### src/rtl/sweif_pkg.sv
// Shared types, codes and constants for the safety watchdog interlock.
// Used by every module of the block; depends on nothing.
package sweif_pkg;

	localparam int MS_PER_SECOND = 1000;
	localparam int MS_PER_TENTH  = 100;

	localparam int WD_W  = 18;
	localparam int EM_W  = 15;
	localparam int CM_W  = 15;
	localparam int CFG_W = 8;
	localparam int IDX_W = 2;

	localparam logic [CFG_W-1:0] WD_RESET_SECONDS = 8'd5;
	localparam logic [CFG_W-1:0] EM_RESET_TENTHS  = 8'd20;
	localparam logic [CFG_W-1:0] CM_RESET_TENTHS  = 8'd20;

	localparam logic [IDX_W-1:0] CFG_WATCHDOG_SECONDS  = 2'd0;
	localparam logic [IDX_W-1:0] CFG_EMERGENCY_TENTHS  = 2'd1;
	localparam logic [IDX_W-1:0] CFG_CHECK_MOVE_TENTHS = 2'd2;
	localparam logic [IDX_W-1:0] CFG_FEEDBACK_ENABLE   = 2'd3;

	localparam int TM_WD = 0;
	localparam int TM_EM = 1;
	localparam int TM_CM = 2;

	localparam logic [1:0] MODE_OFF  = 2'd0;
	localparam logic [1:0] MODE_ON   = 2'd1;
	localparam logic [1:0] MODE_SLOW = 2'd2;
	localparam logic [1:0] MODE_FAST = 2'd3;

	localparam logic [1:0] REP_NONE  = 2'd0;
	localparam logic [1:0] REP_SET   = 2'd1;
	localparam logic [1:0] REP_CLEAR = 2'd2;

	localparam logic [3:0] NIB_NONE   = 4'h0;
	localparam logic [3:0] NIB_LOCAL  = 4'h1;
	localparam logic [3:0] NIB_REMOTE = 4'h2;
	localparam logic [3:0] NIB_PUSHED = 4'h4;
	localparam logic [3:0] NIB_RELAY  = 4'h8;

	typedef enum logic [3:0] {
		ST_STARTUP  = 4'd0,
		ST_LOCAL    = 4'd1,
		ST_LPUSHED  = 4'd2,
		ST_REMOTE   = 4'd3,
		ST_WSTOP    = 4'd4,
		ST_WRELAY   = 4'd5,
		ST_PCWAIT   = 4'd6,
		ST_RSTOP    = 4'd7,
		ST_RRELAY   = 4'd8,
		ST_RSTOPPED = 4'd9
	} state_t;

	typedef struct packed {
		logic ms_tick;
		logic reset_msg;
		logic watchdog_msg;
		logic emergency_push;
		logic move_seen;
	} in_word_t;

	typedef struct packed {
		logic [3:0] state_code;
		logic       relay_closed;
		logic       yellow_led;
		logic       green_led;
		logic       red_led;
		logic [1:0] safety_led_mode;
		logic [1:0] emergency_report;
		logic       feedback_valid;
		logic [3:0] feedback_nibble;
	} out_word_t;

	typedef struct packed {
		logic [WD_W-1:0] wd_run;
		logic [EM_W-1:0] em_run;
		logic [CM_W-1:0] cm_run;
		logic            fb_en;
	} cfg_t;

	function automatic logic [3:0] fb_nibble(input state_t st);
		logic [3:0] nib;
		unique case (st)
			ST_LOCAL:  nib = NIB_LOCAL;
			ST_REMOTE: nib = NIB_REMOTE;
			ST_LPUSHED: nib = NIB_PUSHED;
			ST_RRELAY: nib = NIB_RELAY;
			default:   nib = NIB_NONE;
		endcase
		return nib;
	endfunction

endpackage

### src/rtl/sweif_cfg.sv
// Configuration registers, stored as run times in milliseconds.
// Depends on sweif_pkg.
module sweif_cfg
	import sweif_pkg::*;
(
	input  logic             clk,
	input  logic             arst_n,
	input  logic             cfg_we,
	input  logic [IDX_W-1:0] cfg_index,
	input  logic [CFG_W-1:0] cfg_data,
	output cfg_t             cfg
);

	cfg_t cfg_q;

	always_ff @(posedge clk or negedge arst_n) begin
		if (!arst_n) begin
			cfg_q.wd_run <= WD_W'(32'(WD_RESET_SECONDS) * MS_PER_SECOND);
			cfg_q.em_run <= EM_W'(32'(EM_RESET_TENTHS) * MS_PER_TENTH);
			cfg_q.cm_run <= CM_W'(32'(CM_RESET_TENTHS) * MS_PER_TENTH);
			cfg_q.fb_en  <= 1'b1;
		end else if (cfg_we) begin
			unique case (cfg_index)
				CFG_WATCHDOG_SECONDS:  cfg_q.wd_run <= WD_W'(32'(cfg_data) * MS_PER_SECOND);
				CFG_EMERGENCY_TENTHS:  cfg_q.em_run <= EM_W'(32'(cfg_data) * MS_PER_TENTH);
				CFG_CHECK_MOVE_TENTHS: cfg_q.cm_run <= CM_W'(32'(cfg_data) * MS_PER_TENTH);
				CFG_FEEDBACK_ENABLE:   cfg_q.fb_en  <= cfg_data[0];
				default: ;
			endcase
		end
	end

	assign cfg = cfg_q;

endmodule

### src/rtl/sweif_core.sv
// Interlock state machine, timers and output latches; one word per step.
// Depends on sweif_pkg.
module sweif_core
	import sweif_pkg::*;
(
	input  logic      clk,
	input  logic      arst_n,
	input  logic      step,
	input  in_word_t  item,
	input  cfg_t      cfg,
	output out_word_t res
);

	state_t          state_q, cur_c, nxt_c;
	logic [WD_W-1:0] wd_cnt_q, wd_c;
	logic [EM_W-1:0] em_cnt_q, em_c;
	logic [CM_W-1:0] cm_cnt_q, cm_c;
	logic [2:0]      run_q, run_c;
	logic            move_q, move_c;
	logic [3:0]      last_fb_q, last_fb_c;
	logic            relay_q, relay_c, yel_q, yel_c, grn_q, grn_c, red_q, red_c;
	logic [1:0]      mode_q, mode_c, rep_c;
	logic            fbv_c, wd_exp, em_exp, cm_exp;
	logic [3:0]      fbn_c, nib_c;

	always_ff @(posedge clk or negedge arst_n) begin
		if (!arst_n) begin
			state_q   <= ST_STARTUP;
			wd_cnt_q  <= '0;
			em_cnt_q  <= '0;
			cm_cnt_q  <= '0;
			run_q     <= '0;
			move_q    <= 1'b0;
			last_fb_q <= NIB_NONE;
			relay_q   <= 1'b0;
			yel_q     <= 1'b0;
			grn_q     <= 1'b0;
			red_q     <= 1'b0;
			mode_q    <= MODE_OFF;
		end else if (step) begin
			state_q   <= nxt_c;
			wd_cnt_q  <= wd_c;
			em_cnt_q  <= em_c;
			cm_cnt_q  <= cm_c;
			run_q     <= run_c;
			move_q    <= move_c;
			last_fb_q <= last_fb_c;
			relay_q   <= relay_c;
			yel_q     <= yel_c;
			grn_q     <= grn_c;
			red_q     <= red_c;
			mode_q    <= mode_c;
		end
	end

	always_comb begin
		wd_c      = wd_cnt_q;
		em_c      = em_cnt_q;
		cm_c      = cm_cnt_q;
		run_c     = run_q;
		move_c    = move_q;
		last_fb_c = last_fb_q;
		relay_c   = relay_q;
		yel_c     = yel_q;
		grn_c     = grn_q;
		red_c     = red_q;
		mode_c    = mode_q;
		rep_c     = REP_NONE;
		fbv_c     = 1'b0;
		fbn_c     = NIB_NONE;

		if (item.ms_tick) begin
			if (run_c[TM_WD] && !(&wd_c)) wd_c = wd_c + WD_W'(1);
			if (run_c[TM_EM] && !(&em_c)) em_c = em_c + EM_W'(1);
			if (run_c[TM_CM] && !(&cm_c)) cm_c = cm_c + CM_W'(1);
		end
		if (item.watchdog_msg) begin
			wd_c         = '0;
			run_c[TM_WD] = 1'b1;
		end
		if (item.move_seen) move_c = 1'b1;

		cur_c = state_q;
		if (item.reset_msg && state_q != ST_STARTUP && state_q != ST_LOCAL &&
				state_q != ST_WRELAY && state_q != ST_RRELAY) begin
			cur_c = ST_STARTUP;
		end

		wd_exp = run_c[TM_WD] && (wd_c >= cfg.wd_run);
		em_exp = run_c[TM_EM] && (em_c >= cfg.em_run);
		cm_exp = run_c[TM_CM] && (cm_c >= cfg.cm_run);

		nxt_c = cur_c;
		unique case (cur_c)
			ST_STARTUP: begin
				yel_c   = 1'b1;
				grn_c   = 1'b0;
				red_c   = 1'b0;
				mode_c  = MODE_ON;
				relay_c = 1'b1;
				rep_c   = REP_CLEAR;
				nxt_c   = ST_LOCAL;
			end
			ST_LOCAL: begin
				if (item.watchdog_msg) begin
					yel_c = 1'b0;
					grn_c = 1'b1;
					nxt_c = ST_REMOTE;
				end else if (item.emergency_push) begin
					relay_c = 1'b0;
					red_c   = 1'b1;
					mode_c  = MODE_SLOW;
					rep_c   = REP_SET;
					nxt_c   = ST_LPUSHED;
				end
			end
			ST_LPUSHED, ST_WRELAY, ST_RRELAY: begin
				if (item.emergency_push) nxt_c = ST_STARTUP;
			end
			ST_REMOTE: begin
				if (item.watchdog_msg) begin
				end else if (wd_exp) begin
					run_c[TM_WD] = 1'b0;
					grn_c        = 1'b0;
					red_c        = 1'b1;
					cm_c         = '0;
					run_c[TM_CM] = 1'b1;
					move_c       = 1'b0;
					nxt_c        = ST_WSTOP;
				end else if (item.emergency_push) begin
					mode_c       = MODE_SLOW;
					rep_c        = REP_SET;
					em_c         = '0;
					run_c[TM_EM] = 1'b1;
					nxt_c        = ST_PCWAIT;
				end
			end
			ST_WSTOP: begin
				if (move_c) begin
					relay_c = 1'b0;
					mode_c  = MODE_FAST;
					nxt_c   = ST_WRELAY;
				end else if (cm_exp) begin
					run_c[TM_CM] = 1'b0;
					nxt_c        = ST_STARTUP;
				end
			end
			ST_PCWAIT: begin
				if (em_exp) begin
					run_c[TM_EM] = 1'b0;
					grn_c        = 1'b0;
					red_c        = 1'b1;
					cm_c         = '0;
					run_c[TM_CM] = 1'b1;
					move_c       = 1'b0;
					nxt_c        = ST_RSTOP;
				end
			end
			ST_RSTOP: begin
				if (move_c) begin
					relay_c = 1'b0;
					mode_c  = MODE_FAST;
					nxt_c   = ST_RRELAY;
				end else if (cm_exp) begin
					run_c[TM_CM] = 1'b0;
					nxt_c        = ST_RSTOPPED;
				end
			end
			ST_RSTOPPED: begin
				if (item.emergency_push || move_c) nxt_c = ST_STARTUP;
			end
			default: ;
		endcase

		// report the new state only when it differs from the last one sent
		nib_c = fb_nibble(nxt_c);
		if (nxt_c != cur_c && nib_c != NIB_NONE && cfg.fb_en && nib_c != last_fb_q) begin
			last_fb_c = nib_c;
			fbv_c     = 1'b1;
			fbn_c     = nib_c;
		end

		res.state_code       = nxt_c;
		res.relay_closed     = relay_c;
		res.yellow_led       = yel_c;
		res.green_led        = grn_c;
		res.red_led          = red_c;
		res.safety_led_mode  = mode_c;
		res.emergency_report = rep_c;
		res.feedback_valid   = fbv_c;
		res.feedback_nibble  = fbn_c;
	end

	a_pcwait_timer: assert property (@(posedge clk) disable iff (!arst_n)
		state_q == ST_PCWAIT |-> run_q[TM_EM])
		else $error("emergency timer stopped while waiting for the PC");

	a_relay_open: assert property (@(posedge clk) disable iff (!arst_n)
		(state_q == ST_WRELAY || state_q == ST_RRELAY) |-> !relay_q)
		else $error("relay closed in a relay-off state");

	a_stop_red: assert property (@(posedge clk) disable iff (!arst_n)
		(state_q == ST_WSTOP || state_q == ST_RSTOP) |-> (red_q && run_q[TM_CM]))
		else $error("stop state without red LED or movement timer");

	a_fb_step: assert property (@(posedge clk) disable iff (!arst_n)
		(step && res.feedback_valid) |=> last_fb_q == $past(res.feedback_nibble))
		else $error("sent feedback nibble not recorded");

endmodule

### src/rtl/sweif_out_buf.sv
// Two-entry result buffer between the state machine and the output channel.
// Depends on sweif_pkg.
module sweif_out_buf
	import sweif_pkg::*;
(
	input  logic      clk,
	input  logic      arst_n,
	input  logic      push,
	input  out_word_t push_data,
	output logic      full,
	output logic      out_valid,
	input  logic      out_ready,
	output out_word_t out_data
);

	out_word_t  mem_q [2];
	logic       wr_ptr_q, rd_ptr_q;
	logic [1:0] cnt_q;
	logic       pop;

	assign pop       = out_valid && out_ready;
	assign full      = cnt_q == 2'd2;
	assign out_valid = cnt_q != 2'd0;
	assign out_data  = mem_q[rd_ptr_q];

	always_ff @(posedge clk) begin
		if (push) mem_q[wr_ptr_q] <= push_data;
	end

	always_ff @(posedge clk or negedge arst_n) begin
		if (!arst_n) begin
			wr_ptr_q <= 1'b0;
			rd_ptr_q <= 1'b0;
			cnt_q    <= 2'd0;
		end else begin
			if (push) wr_ptr_q <= ~wr_ptr_q;
			if (pop) rd_ptr_q <= ~rd_ptr_q;
			cnt_q <= cnt_q + 2'(push) - 2'(pop);
		end
	end

	a_no_overflow: assert property (@(posedge clk) disable iff (!arst_n)
		full |-> !push)
		else $error("push into full result buffer");

	a_count_ptrs: assert property (@(posedge clk) disable iff (!arst_n)
		(cnt_q == 2'd1) == (wr_ptr_q != rd_ptr_q))
		else $error("result buffer count and pointers disagree");

	a_held_head: assert property (@(posedge clk) disable iff (!arst_n)
		(out_valid && !out_ready) |=> $stable(out_data))
		else $error("stalled result word changed");

endmodule

### src/rtl/safety_watchdog_interlock_fsm_unit.sv
// Top level of the safety watchdog interlock: input register, state machine,
// configuration registers and result buffer. Depends on sweif_pkg and all sweif_* modules.
//
// Input channel in_valid/in_ready/in_data carries one control-loop pass per word:
// millisecond tick and event flags. Output channel out_valid/out_ready/out_data
// returns exactly one result word per input word, in order: state, relay, LEDs,
// emergency report and a feedback nibble.
// An accepted word is held in the input register until the result buffer has room; it is
// then stepped through the state machine and its result word is written into the buffer.
// Throughput: one word per cycle while out_ready stays high.
// Stall: a two-entry result buffer and the input register absorb three words;
// in_ready drops only while the input register is full and the buffer is full.
// Configuration (cfg_we/cfg_index/cfg_data) must be written while the block is idle;
// the user must keep to this; the block does not enforce it. Reset: startup state,
// timers stopped, relay and LEDs off, buffer empty, configuration at 5 s watchdog, 2.0 s
// emergency, 2.0 s movement watch, feedback enabled.
module safety_watchdog_interlock_fsm_unit
	import sweif_pkg::*;
(
	input  logic             clk,
	input  logic             arst_n,
	input  logic             in_valid,
	output logic             in_ready,
	input  in_word_t         in_data,
	output logic             out_valid,
	input  logic             out_ready,
	output out_word_t        out_data,
	input  logic             cfg_we,
	input  logic [IDX_W-1:0] cfg_index,
	input  logic [CFG_W-1:0] cfg_data
);

	logic      valid_s1, advance, buf_full;
	in_word_t  item_s1;
	cfg_t      cfg;
	out_word_t res;

	assign advance  = valid_s1 && !buf_full;
	assign in_ready = !valid_s1 || advance;

	always_ff @(posedge clk or negedge arst_n) begin
		if (!arst_n) begin
			valid_s1 <= 1'b0;
		end else if (in_valid && in_ready) begin
			valid_s1 <= 1'b1;
		end else if (advance) begin
			valid_s1 <= 1'b0;
		end
	end

	always_ff @(posedge clk) begin
		if (in_valid && in_ready) item_s1 <= in_data;
	end

	sweif_cfg u_cfg (
		.clk       (clk),
		.arst_n    (arst_n),
		.cfg_we    (cfg_we),
		.cfg_index (cfg_index),
		.cfg_data  (cfg_data),
		.cfg       (cfg)
	);

	sweif_core u_core (
		.clk    (clk),
		.arst_n (arst_n),
		.step   (advance),
		.item   (item_s1),
		.cfg    (cfg),
		.res    (res)
	);

	sweif_out_buf u_out_buf (
		.clk       (clk),
		.arst_n    (arst_n),
		.push      (advance),
		.push_data (res),
		.full      (buf_full),
		.out_valid (out_valid),
		.out_ready (out_ready),
		.out_data  (out_data)
	);

endmodule

### config.mk
export PLATFORM = sky130hd
export DESIGN_NAME = safety_watchdog_interlock_fsm_unit
export DESIGN_NICKNAME = d
export VERILOG_FILES = /design/src/rtl/sweif_pkg.sv /design/src/rtl/sweif_cfg.sv /design/src/rtl/sweif_core.sv /design/src/rtl/sweif_out_buf.sv /design/src/rtl/safety_watchdog_interlock_fsm_unit.sv
export SDC_FILE = /design/constraint.sdc
export NUM_CORES = 1
export LEC_CHECK = 0
export ABC_AREA = 1
export BUFFER_PORTS_ARGS = -buffer_cell sky130_fd_sc_hd__buf_2
export CAP_MARGIN = 20
export CORE_AREA = 2 2 140 142
export DETAILED_ROUTE_END_ITERATION = 6
export DIE_AREA = 0 0 142 144
export GPL_TIMING_DRIVEN = 1
export PLACE_DENSITY = 0.77
export SLEW_MARGIN = 40
export SYNTH_ARGS = -nofsm -noshare
export SYNTH_HDL_FRONTEND = slang
export SYNTH_SLANG_ARGS = --single-unit
### constraint.sdc
create_clock -name clk -period 4.2 [get_ports clk]
set_input_delay 0.84 -clock clk [delete_from_list [all_inputs] [get_ports clk]]
set_output_delay 0.84 -clock clk [all_outputs]
set_load 0.02 [all_outputs]
Yosys cells after proc, flatten, opt, wreduce, memory -nomap -nowiden
Memories as Yosys holds them, arrays and structs flattened.
Index checks and enable logic that the tools add are counted.
- memories: 1
- bits in writable memories: 34
- bits in registers: 118
- output and inout port bits: 19
- memories (name ; words ; width ; rd ports ; clocked after memory_dff ; write ports ; RTL line ; source):
    u_out_buf.mem_q ; 2 ; 17 ; 1 ; 0 ; 1 ; sweif_out_buf.sv:16 ; out_word_t mem_q [2];
- $add $sub $neg: 5
- reductions and logical operators: 43
- multiplexer cells: 81
- bitwise gates (word level): 2
- $mul: 2
- eq/ne operators: 29
- order comparisons: 3
- operator list (cell ; count):
    2-to-1 mux 15 bit ; 11
    2-to-1 mux 4 bit ; 14
    2-to-1 mux 18 bit ; 3
    2-to-1 mux 1 bit ; 32
    one-hot mux 4 bit (8 select lines) ; 1
    adder 15 x 1 -> 15 bit (second input constant) ; 2
    greater-or-equal comparator 15 bit ; 2
    one-hot mux 15 bit (2 select lines) ; 1
    AND reduction 15 bit ; 2
    adder 18 x 1 -> 18 bit (second input constant) ; 1
    greater-or-equal comparator 18 bit ; 1
    AND reduction 18 bit ; 1
    equality test 4 x 2 -> 1 bit (second input constant) ; 4
    equality test 4 x 3 -> 1 bit (second input constant) ; 4
    logical AND 1 bit ; 16
    2-to-1 mux 2 bit ; 8
    one-hot mux 4 bit (4 select lines) ; 1
    multiplier 8 x 7 -> 15 bit (second input constant) ; 1
    multiplier 8 x 5 -> 13 bit (second input constant) ; 1
    equality test 4 bit (second input constant) ; 3
    AND reduction 2 bit ; 5
    equality test 4 x 1 -> 1 bit (second input constant) ; 2
    inequality test 2 bit (second input constant) ; 4
    inequality test 4 bit ; 2
    26 further kinds ; 43

Longest topological paths before layout
- word-level depth: 18
- mapped depth: 39

Hierarchy
Synthesis repeated with hierarchy kept, for this count alone.
- cell total of the unflattened synthesis: 1464
- area, all modules: 11469.8 um^2
- by module, submodules not included (module ; cells an instance ; instances ; area an instance (um^2)):
    sweif_core ; 872 ; 1 ; 5935.7
    sweif_cfg ; 462 ; 1 ; 3846.2
    sweif_out_buf ; 118 ; 1 ; 1488.9
    safety_watchdog_interlock_fsm_unit ; 12 ; 1 ; 198.9

Least setup slack after synthesis
Ideal clock, no wire load.
- path type: input to register
- start point: in cfg_data[0]
- end point: reg u_cfg.cfg_q (netlist bit u_cfg.cfg[48])
- setup slack: -0.352 ns
- arrival time: 4.469 ns
- library setup time: 0.083 ns
- stages: 21
- buffers on the path: 0
- required time: 4.117 ns
- cells stage by stage: fa_1 > inv_1 > fa_1 > fa_1 > inv_1 > fa_1 > ha_1 > nand2_1 > o21ai_0 > nand2_1 > nand2_1 > a21oi_1 > inv_1 > a21oi_1 > o21bai_1 > nand2_1 > inv_1 > o21ai_0 > nand2_1 > xor2_1 > o21ai_0
- longest elaborated chain between the ends: 1
- RTL lines (element ; RTL line ; source):
    start: declaration ; safety_watchdog_interlock_fsm_unit.sv:30 ; input logic [CFG_W-1:0] cfg_data
    multiplier 8 x 7 -> 15 bit ; sweif_cfg.sv:24 ; CFG_WATCHDOG_SECONDS: cfg_q.wd_run <= WD_W'(32'(cfg_data) * MS_PER_SECOND);
    end: declaration ; sweif_cfg.sv:14 ; cfg_t cfg_q;
No other way between the ends.
A chain may end at the register's enable or synchronous reset.

==> impl_metrics.yaml <==
power_and_ir_drop:
  seqPwrFrac_pct: 27.2
  combPwrFrac_pct: 53.8
  p_per_area_nw_per_um2: 594
  p_clk_share_pct: 18.9
  p_leak_nw: 7.00
  switching_share_pct: 42.5
  ir_drop_mv: 0.497
  power_switching_mw: 3.50
  p_int_mw: 4.74
finish:
  final_common_cell: "nand2_1"
  area.growth.synth_to_final_pct: 30.4
  regArea_um2: 4020
  mostFrequentLayoutCells: "280 x nand2_1, 201 x inv_1, 199 x buf_4, 95 x dfrtp_1, 94 x ha_1"
  drive_gt1_share_pct: 29.4
  fin_cells: 1808
  multi_input_area_um2: 6300
  fill_cells: 1312
  antenna_cells: 0
  nets: 1705
drt:
  wl_per_cell_um: 15.7
  drt-initial-drc-count: 724
  viasPerCell: 5.48
  drc: 0
  final_antenna_net_count: 0
  vias: 9902
  first_pass_iters: 5
  wl_um: 28400
timing:
  worst_pin_slew_ns: 0.737
  rsz0062_at_grt: "true"
  hold_viol: 0
  final.period_utilization_pct: 116
  slew-limit-headroom_pct: 50.9
  slew_viol_final: 0
  fin_ws_ns: -0.681
  fin_skew_ns: 0.0130
  holdWs_ns: 0.391
  finalSetupViolCount: 73
  tns_ns: -21.23
  period_needed_ns: 4.88
  max_freq_ghz: 0.205
outcome:
  violations: "setup timing"
  status: "finished, violations left"
synthesis:
  synth_edf_count: 39
  syn_inst: 1322
  syn-cell-area_um2: 10700
  synth_cell_types: 51
  yosysWarnings: 0
  synth_fp_nets: 1470
  synthFlopType: "dfrtp_1"
  yosysSeqAreaShare_pct: 37.7
  syn_avg_cell_area_um2: 8.06
  async_flop_share_pct: 74.3
  synth-seq-cells: 152
placement:
  dp.cells: 1715
  gp_congestion: 0.907
  io_buffer_count: 38
  hpwl_um: 18500
  dp_slack_ns: -0.650
flow_run:
  max_cap_violations: 0
die:
  die_x_um: 142
  row_count: 51
  io_pins: 39
  dieArea_um2: 20400
  die_h_um: 144
  coreArea_um2: 19100
  start_util_pct: 55.8
setup_path:
  cp_slowest_cell: "dfrtp_1"
  crit_path_start_kind: "register"
  critPathArrivalTime_ns: 5.07
  cp_slowest_stage_delay_ns: 0.36
  end_kind: "register"
  crit_path_max_fanout: 5
  critical_path_required_ns: 4.39
  crit_type: "register to register"
cts:
  insertion_delay_ns: 0.44
  cts_tree: "built"
  cts_root_buf: "clkbuf_16"
  cts_max_level: 4
  cts_buffer_depth: 2
  clkSinkCount: 152
  cts-buffers-inserted: 17
  clkSlewWorstSetupHoldPaths_ns: 0.07
grt:
  grt_overflow: 0
  grt_pass1_vias: 9683
  grt_antenna_before_repair: 0
  grt_pass1_wl_um: 44100
  grt_max_degree: 114
  grt_use_total_pct: 27.1
worst_hold_path:
  min_path_type: "input pin to asynchronous set/reset pin"
power by group through the flow:
stage | Sequential (mW) | Combinational [mW] | Clock (mW)
floorplan | 2.22 | 2.50 | 0
global placement | 2.24 | 3.55 | 0
detailed placement | 2.26 | 3.70 | 0
CTS | 2.24 | 4.10 | 1.58
global route | 2.29 | 4.91 | 1.64
finish | 2.25 | 4.44 | 1.56
repair_timing:
| item | 4_1_cts | 5_1_grt |
|---|---|---|
| setup endpoints to repair | 66 | 79 |
| gates resized for setup | 57 | 122 |
| setup buffers | 50 | 17 |
| hold buffers | 0 | 0 |
| pin swaps | 44 | 75 |
worst paths after layout:
path	startpoint	slack, ns	cells past startpoint	endpoint
min in group clk	u_cfg.cfg[27]	0.49	2	u_cfg.cfg[27]
max in group asynchronous	arst_n	3.16	2	u_core.cm_cnt_q[2]
hold / removal	arst_n	0.39	2	u_out_buf.rd_ptr_q
setup reg to reg	u_core.wd_cnt_q[0]	-0.68	34	u_out_buf.mem_q[1][0]
setup / recovery	u_core.wd_cnt_q[0]	-0.68	34	u_out_buf.mem_q[1][0]
hold reg to reg	u_cfg.cfg[27]	0.49	2	u_cfg.cfg[27]
kinds of logic (layout without fill, tap and decap cells):
kind of cell | Yosys count | after routing | synth area share [%]
AND/OR/NAND/NOR | 549 | 549 | 22.8
buffers and inverters | 253 | 501 | 9.06
AO/OA/AOI/OAI | 201 | 201 | 10.4
adder cells (fa/ha/maj) | 128 | 128 | 16.8
XOR/XNOR | 39 | 39 | 3.21
flip-flops | 152 | 152 | 37.7
per-stage QoR:
stage                     cell area [um2]  total power, mW  utilization [%]
after floorplan                     10700             4.72                -
after global placement              12200             5.80             63.8
after detailed placement            12200             5.96             63.8
after CTS                           13400             7.91             70.2
after global routing                13900             8.85             72.8
final                               13900             8.25             72.8
worst max-delay path, delay by kind of cell, from the launching register on:
family / cells / cell delay, ns
buf+inv: 8 / 0.96
fa+ha+maj: 2 / 0.53
compound gates: 2 / 0.44
simple gates: 22 / 2.34
flops: 1 / 0.36
layout make-up:
| type | instances | area share [%] |
|---|---|---|
| Clock buffer | 18 | 3.09 |
| Clock inverter | 14 | 1.22 |
| Inverter | 226 | 6.13 |
| Multi-Input combinational cell | 917 | 45.3 |
| Sequential cell | 152 | 29.0 |
| Tap cell | 238 | 2.14 |
| Timing Repair Buffer | 243 | 13.1 |
cells in the mapped netlist (all sizes together) (4+ instances only):
library cell / count / area, um2
a21o: 5 / 37.5
a21oi: 55 / 298
buf: 4 / 20.0
clkbuf: 23 / 96.3
dfrtp: 95 / 2380
dfstp: 18 / 473
edfxtp: 39 / 1170
fa: 25 / 500
ha: 103 / 1290
inv: 225 / 845
nand2: 317 / 1240
nand3: 84 / 458
nand4: 20 / 138
nor2: 99 / 427
nor3: 21 / 110
o21ai: 113 / 566
o21bai: 4 / 33.8
o22ai: 5 / 31.3
xnor2: 5 / 43.8
xor2: 34 / 298
flip-flops by register name, indices dropped and copies added (netlist names), 3 cells and up:
name              count
item_s1               5
u_cfg.cfg            42
u_core.cm_cnt_q      15
u_core.em_cnt_q      15
u_core.last_fb_q      4
u_core.run_q          3
u_core.state_q        4
u_core.wd_cnt_q      18
u_out_buf.mem_q      34
metal layers:
layer	GRT usage [%]	share of wire, %	vias up
li1	-	-	4765
met1	31.9	40	4693
met2	49.2	52	342
met3	4.17	4.0	102
met4	11.7	3.7	0
met5	0	0	-
Power figures use the tool's default switching activity.
